--- config.mk ---
export PLATFORM = sky130hd
export DESIGN_NAME = edq_cell
export DESIGN_NICKNAME = d
export VERILOG_FILES = /design/src/rtl/edq_pkg.sv /design/src/rtl/edq_cell.sv
export SDC_FILE = /design/constraint.sdc
export NUM_CORES = 1
export LEC_CHECK = 0
export ABC_AREA = 1
export BUFFER_PORTS_ARGS = -buffer_cell sky130_fd_sc_hd__buf_2
export CORE_MARGIN = 8
export CORE_UTILIZATION = 30
export CTS_BUF_LIST = sky130_fd_sc_hd__clkbuf_2
export CTS_CLUSTER_DIAMETER = 120
export DETAILED_ROUTE_END_ITERATION = 8
export PLACE_DENSITY = 0.6
export SYNTH_ARGS = -nofsm -noshare
export SYNTH_HDL_FRONTEND = slang
export SYNTH_SLANG_ARGS = --single-unit
export TNS_END_PERCENT = 1
--- constraint.sdc ---
create_clock -name clk_i -period 4.95 [get_ports clk_i]
set_input_delay 0.495 -clock clk_i [delete_from_list [all_inputs] [get_ports clk_i]]
set_output_delay 0.495 -clock clk_i [all_outputs]
set_load 0.05 [all_outputs]
--- src/rtl/edq_pkg.sv ---
// Shared types and constants of the EDF run queue.
package edq_pkg;

  localparam int unsigned TASK_BITS  = 22;
  localparam int unsigned WORD_BITS  = 32;
  localparam int unsigned COUNT_BITS = 6;

  // Reciprocal of ten for a 32-bit dividend: q = (x * RECIP_TEN) >> RECIP_SHIFT.
  localparam logic [WORD_BITS-1:0] RECIP_TEN   = 32'hCCCC_CCCD;
  localparam int unsigned          RECIP_SHIFT = 35;
  localparam logic [3:0]           YIELD_MAX   = 4'd2;

  typedef enum logic [1:0] {
    OP_ENQ     = 2'd0,
    OP_DEQ     = 2'd1,
    OP_PICK    = 2'd2,
    OP_PREEMPT = 2'd3
  } edq_op_e;

  typedef enum logic [1:0] {
    CLS_NORMAL = 2'd0,
    CLS_FIFO   = 2'd1,
    CLS_RR     = 2'd2,
    CLS_EDF    = 2'd3
  } edq_class_e;

  typedef enum logic [2:0] {
    STS_OK       = 3'd0,
    STS_DUP      = 3'd1,
    STS_NOTFOUND = 3'd2,
    STS_FULL     = 3'd3,
    STS_YIELD    = 3'd4,
    STS_EMPTY    = 3'd5
  } edq_status_e;

  typedef struct packed {
    logic [1:0]           req_type;
    logic [TASK_BITS-1:0] task_id;
    logic [WORD_BITS-1:0] deadline;
    logic [WORD_BITS-1:0] random_word;
    logic [1:0]           new_class;
    logic [TASK_BITS-1:0] current_task;
    logic [1:0]           current_class;
    logic [WORD_BITS-1:0] current_deadline;
  } edq_req_t;

  typedef struct packed {
    logic [2:0]            status;
    logic                  picked_valid;
    logic [TASK_BITS-1:0]  picked_task;
    logic                  resched;
    logic [COUNT_BITS-1:0] queue_count;
  } edq_rsp_t;

  // Per-cycle commands broadcast to every cell.
  typedef struct packed {
    logic probe;  // capture match and compare flags against the incoming item
    logic ins;    // apply an insert
    logic del;    // apply a removal
  } edq_ctrl_t;

endpackage

--- src/rtl/edq_cell.sv ---
// One slot of the sorted run queue: holds an entry and trades it with its neighbors.
module edq_cell #(
  parameter int unsigned KEY_BITS = 32
) (
  input  logic                           clk_i,
  input  logic                           rst_ni,
  input  edq_pkg::edq_ctrl_t             ctrl_i,
  input  logic [edq_pkg::TASK_BITS-1:0]  probe_task_i,
  input  logic [KEY_BITS-1:0]            probe_key_i,
  input  logic [edq_pkg::TASK_BITS-1:0]  new_task_i,
  input  logic [KEY_BITS-1:0]            new_key_i,
  input  logic                           left_valid_i,
  input  logic                           left_gt_i,
  input  logic [edq_pkg::TASK_BITS-1:0]  left_task_i,
  input  logic [KEY_BITS-1:0]            left_key_i,
  input  logic                           right_valid_i,
  input  logic [edq_pkg::TASK_BITS-1:0]  right_task_i,
  input  logic [KEY_BITS-1:0]            right_key_i,
  input  logic                           after_i,
  output logic                           valid_o,
  output logic                           gt_o,
  output logic                           match_o,
  output logic [edq_pkg::TASK_BITS-1:0]  task_o,
  output logic [KEY_BITS-1:0]            key_o
);
  import edq_pkg::*;

  logic                 valid_q, valid_d;
  logic                 gt_q, gt_d;
  logic                 match_q, match_d;
  logic [TASK_BITS-1:0] task_q, task_d;
  logic [KEY_BITS-1:0]  key_q, key_d;

  always_comb begin
    valid_d = valid_q;
    task_d  = task_q;
    key_d   = key_q;
    gt_d    = gt_q;
    match_d = match_q;
    if (ctrl_i.probe) begin
      match_d = valid_q && (task_q == probe_task_i);
      gt_d    = !valid_q || (key_q > probe_key_i);
    end
    priority if (ctrl_i.ins && gt_q) begin
      // shift right behind the insertion point, or take the new entry at it
      if (left_gt_i) begin
        valid_d = left_valid_i;
        task_d  = left_task_i;
        key_d   = left_key_i;
      end else begin
        valid_d = 1'b1;
        task_d  = new_task_i;
        key_d   = new_key_i;
      end
    end else if (ctrl_i.del && after_i) begin
      // close the gap from the right
      valid_d = right_valid_i;
      task_d  = right_task_i;
      key_d   = right_key_i;
    end else begin
      valid_d = valid_q;
    end
  end

  always_ff @(posedge clk_i or negedge rst_ni) begin
    if (!rst_ni) begin
      valid_q <= 1'b0;
      gt_q    <= 1'b0;
      match_q <= 1'b0;
    end else begin
      valid_q <= valid_d;
      gt_q    <= gt_d;
      match_q <= match_d;
    end
  end

  always_ff @(posedge clk_i) begin
    task_q <= task_d;
    key_q  <= key_d;
  end

  assign valid_o = valid_q;
  assign gt_o    = gt_q;
  assign match_o = match_q;
  assign task_o  = task_q;
  assign key_o   = key_q;

endmodule
==> flow_results.xml <==
<?xml version="1.0" encoding="UTF-8"?>
<metrics>
  <group name="synth">
    <metric name="synth_most_common_cell" unit="">sky130_fd_sc_hd__a21oi_1</metric>
    <metric name="yosysTopAreaCellShare" unit="%">40.1</metric>
    <metric name="yosys-top-cells-area" unit="">sky130_fd_sc_hd__edfxtp_1 (40%), sky130_fd_sc_hd__a21oi_1 (15%), sky130_fd_sc_hd__nand2_1 (10%), sky130_fd_sc_hd__ha_1 (9.9%), sky130_fd_sc_hd__nor2_1 (6.4%)</metric>
    <metric name="instance_count_of_the_mapped_netlist" unit="">512</metric>
    <metric name="postSynth.topFlopCell" unit="">sky130_fd_sc_hd__edfxtp_1</metric>
    <metric name="synth_async_sr_flop_share" unit="%">5.26</metric>
    <metric name="synth_enable_flop_cells" unit="">54</metric>
    <metric name="synth_nets" unit="">769</metric>
    <metric name="ys_ff_latch" unit="">57</metric>
    <metric name="synth.avg_cell_area" unit="um2">7.90</metric>
    <metric name="synth_area_leader_cell" unit="">sky130_fd_sc_hd__edfxtp_1</metric>
    <metric name="synth.cell_area" unit="um2">4050</metric>
    <metric name="synthesis_warning_total" unit="">0</metric>
    <metric name="synth_seq_area_share" unit="%">41.9</metric>
    <metric name="synthDistinctLibCells" unit="">32</metric>
    <metric name="synth.top_cells.by_count" unit="">sky130_fd_sc_hd__a21oi_1 (121), sky130_fd_sc_hd__nand2_1 (108), sky130_fd_sc_hd__nor2_1 (69), sky130_fd_sc_hd__inv_1 (55), sky130_fd_sc_hd__edfxtp_1 (54)</metric>
  </group>
  <group name="setup_path">
    <metric name="r2r_slack" unit="ns">2.88</metric>
    <metric name="rr_startpoint" unit="">gt_o</metric>
    <metric name="critical_path.max_stage_delay" unit="ns">0.75</metric>
    <metric name="worstSetupEndpointType" unit="">flop</metric>
    <metric name="worstSetupPathType" unit="">flop to flop</metric>
    <metric name="critical_path_arrival" unit="ns">2.21</metric>
    <metric name="startpoint_type" unit="">flop</metric>
    <metric name="crit_required" unit="ns">5.09</metric>
    <metric name="worstSetupEndpoint" unit="">key_o[28]</metric>
    <metric name="critical_path.slowest_cell" unit="">sky130_fd_sc_hd__nand2_2</metric>
    <metric name="rr_endpoint" unit="">key_o[28]</metric>
    <metric name="cp-startpoint" unit="">gt_o</metric>
    <metric name="timing.critical_path.mode_cell" unit="">sky130_fd_sc_hd__nand2_2</metric>
    <metric name="worstPathCellList" unit="">nand2_2, nand2_2, buf_4</metric>
    <metric name="biggest_fanout_along_the_worst_timing_path" unit="">39</metric>
    <metric name="cell_count_of_the_worst_reg_to_reg_path" unit="">3</metric>
  </group>
  <group name="drt">
    <metric name="drt-vias-per-instance" unit="">4.56</metric>
    <metric name="finalWirelength" unit="um">15300</metric>
    <metric name="drc_errors" unit="">0</metric>
    <metric name="final_antenna_net_count" unit="">0</metric>
    <metric name="drt_pre_antenna_iters" unit="">4</metric>
    <metric name="vias" unit="">4415</metric>
    <metric name="drt-wirelength-per-cell" unit="um">15.8</metric>
    <metric name="initialDrtViolationCount" unit="">241</metric>
  </group>
  <group name="global_route">
    <metric name="grt_util_all_layers" unit="%">17.1</metric>
    <metric name="initial_antenna_violation_count" unit="">1</metric>
    <metric name="wire_length_of_the_first_global_routing_pass" unit="um">24000</metric>
    <metric name="grt_pass1_vias" unit="">4611</metric>
    <metric name="global_route.overflow_total" unit="">0</metric>
    <metric name="grt_max_degree" unit="">56</metric>
  </group>
  <group name="clock_network">
    <metric name="cts_setup_buffers" unit="">0</metric>
    <metric name="cts.hold.buffers_added" unit="">1</metric>
    <metric name="tritoncts_clock_tree" unit="">done</metric>
    <metric name="htree_num_levels" unit="">3</metric>
    <metric name="tritoncts.num_buffers" unit="">9</metric>
    <metric name="cts.path.max_buffers" unit="">2</metric>
    <metric name="post_cts_resize_count" unit="">0</metric>
    <metric name="clkLatencyLatePin" unit="ns">0.47</metric>
    <metric name="cts.sink_count" unit="">57</metric>
    <metric name="path_clk_slew" unit="ns">0.18</metric>
    <metric name="clock-root-buffer" unit="">sky130_fd_sc_hd__clkbuf_2</metric>
  </group>
  <group name="cells_and_area">
    <metric name="num-nets-final" unit="">1043</metric>
    <metric name="drive_gt1_share" unit="%">40.1</metric>
    <metric name="area_growth" unit="%">39.9</metric>
    <metric name="filler_cell_count" unit="">1401</metric>
  </group>
  <group name="power">
    <metric name="cellPowerDensity" unit="nW/um2">329</metric>
    <metric name="vdd_drop_max" unit="V">0.000117</metric>
    <metric name="total_leakage_power" unit="nW">2.95</metric>
  </group>
  <group name="placed_design">
    <metric name="place.gp.congestion" unit="">0.870</metric>
    <metric name="post-place-ws" unit="ns">2.62</metric>
    <metric name="dpl.hpwl" unit="um">12500</metric>
    <metric name="placement.io_buffers" unit="">281</metric>
  </group>
  <group name="floorplan">
    <metric name="dieWidth" unit="um">132</metric>
    <metric name="die_h" unit="um">132</metric>
    <metric name="design.portCount" unit="">282</metric>
    <metric name="placementRows" unit="">42</metric>
    <metric name="die_area" unit="um2">17500</metric>
    <metric name="start_util" unit="%">30.7</metric>
    <metric name="placeableCoreArea" unit="um2">13200</metric>
  </group>
  <group name="sta">
    <metric name="final-hold-violation-count" unit="">0</metric>
    <metric name="min_period_over_period" unit="%">41.8</metric>
    <metric name="finalCriticalPeriod" unit="ns">2.07</metric>
    <metric name="worst_pin_slew" unit="ns">1.01</metric>
    <metric name="setup-tns-final" unit="ns">0</metric>
    <metric name="rsz0062_at_grt" unit="">false</metric>
    <metric name="relSlewSlack" unit="%">32.8</metric>
    <metric name="fmax" unit="MHz">484</metric>
    <metric name="post-route-worst-setup-slack" unit="ns">2.88</metric>
    <metric name="report.final.slew_viol_count" unit="">0</metric>
    <metric name="worst_clock_skew" unit="ns">0.0328</metric>
    <metric name="finalSetupViolations" unit="">0</metric>
  </group>
  <group name="job">
    <metric name="drv.max_cap_violation_count" unit="">0</metric>
  </group>
  <group name="worst_hold_path">
    <metric name="hold_path_class" unit="">input port to flop</metric>
    <metric name="cell_depth_of_the_worst_min_delay_path" unit="">3</metric>
  </group>
  <group name="status">
    <metric name="outcome" unit="">complete, no violations</metric>
  </group>
</metrics>
-- layer usage --
layer	vias to the layer above	part of all wire (%)	global-route usage, %
met5	-	0	0
li1	2266	-	-
met2	185	50	30.6
met1	1945	40	19.0
met4	0	1.6	5.68
met3	19	7.8	4.76
-- worst min-delay path by stage --
stage                        from  endpoint  slack [ns]
floorplan                  rst_ni      gt_o        0.20
global placement           rst_ni      gt_o        0.30
detailed placement         rst_ni      gt_o        0.30
CTS                 right_valid_i   valid_o        0.21
global route        right_valid_i   valid_o        0.23
finish              right_valid_i   valid_o        0.27
-- power by group --
part / internal [mW] / switching (mW)
Combinational: 0.263 / 0.638
Sequential: 0.656 / 0.0615
Clock: 0.0695 / 0.173
Total: 0.988 / 0.872
-- registers in the layout, indices dropped and copies added, names as in the netlist --
name     flops
gt_o         1
match_o      1
task_o      22
key_o       32
valid_o      1
-- through the flow --
| stage | utilization [%] | power (mW) | hold slack (ns) | area, um2 | instances |
|---|---|---|---|---|---|
| after floorplan | - | 1.36 | 0.199 | 4050 | 512 |
| after global placement | 42.2 | 1.64 | 0.299 | 5570 | 950 |
| after detailed placement | 42.2 | 1.64 | 0.301 | 5570 | 950 |
| after CTS | 42.9 | 1.89 | 0.209 | 5660 | 967 |
| after global routing | 42.9 | 1.99 | 0.234 | 5660 | 968 |
| final | 42.9 | 1.86 | 0.271 | 5660 | 968 |
-- layout by cell type (no fill, tap or decap) --
cell type	n
sky130_fd_sc_hd__buf_2	281
sky130_fd_sc_hd__a21oi_1	121
sky130_fd_sc_hd__nand2_1	106
sky130_fd_sc_hd__nor2_1	69
sky130_fd_sc_hd__inv_1	55
sky130_fd_sc_hd__edfxtp_1	54
sky130_fd_sc_hd__ha_1	32
sky130_fd_sc_hd__clkbuf_2	12
sky130_fd_sc_hd__nand2_2	5
sky130_fd_sc_hd__xnor2_1	5
sky130_fd_sc_hd__nand3_1	4
sky130_fd_sc_hd__o22ai_1	4
sky130_fd_sc_hd__clkinv_2	4
sky130_fd_sc_hd__o21ai_0	3
sky130_fd_sc_hd__nor2_2	3
sky130_fd_sc_hd__o21ai_1	3
sky130_fd_sc_hd__nand4_1	3
sky130_fd_sc_hd__xor2_1	3
sky130_fd_sc_hd__dfrtp_1	3
sky130_fd_sc_hd__buf_4	3
sky130_fd_sc_hd__inv_2	2
sky130_fd_sc_hd__nor2_4	2
sky130_fd_sc_hd__a21oi_2	2
sky130_fd_sc_hd__a211oi_1	2
sky130_fd_sc_hd__diode_2	1
sky130_fd_sc_hd__inv_4	1
sky130_fd_sc_hd__a31oi_1	1
sky130_fd_sc_hd__a21o_1	1
sky130_fd_sc_hd__clkinv_1	1
sky130_fd_sc_hd__nand4_2	1
sky130_fd_sc_hd__o21a_1	1
sky130_fd_sc_hd__a221oi_1	1
sky130_fd_sc_hd__o2111ai_1	1
sky130_fd_sc_hd__nor4_2	1
sky130_fd_sc_hd__dlygate4sd3_1	1
-- final cells by class --
type / instances / area [um2] / area share [%]
Antenna cell: 1 / 2.50 / 0.0442
Timing Repair Buffer: 285 / 1440 / 25.4
Multi-Input combinational cell: 374 / 2000 / 35.3
Clock buffer: 12 / 60.1 / 1.06
Inverter: 59 / 224 / 3.96
Clock inverter: 4 / 20.0 / 0.354
Sequential cell: 57 / 1700 / 30.0
Tap cell: 176 / 220 / 3.89
-- logic make-up (layout without fill, tap and decap cells) --
logic type,after synthesis,after routing,synth area share (%)
other cells,0,1,0
flops,57,57,41.9
compound gates,140,140,18.1
xor+xnor,8,8,1.73
fa+ha+maj,32,32,9.90
simple gates,194,194,19.5
buf+inv,81,360,8.85
-- worst max-delay path: cells and delay by family, from the launching register on --
kind / cells / cell delay (ns)
DFF: 1 / 0.40
buffers and inverters: 1 / 0.39
and+or+nand+nor: 2 / 0.97
No activity file was read; power rests on OpenSTA's default activity.
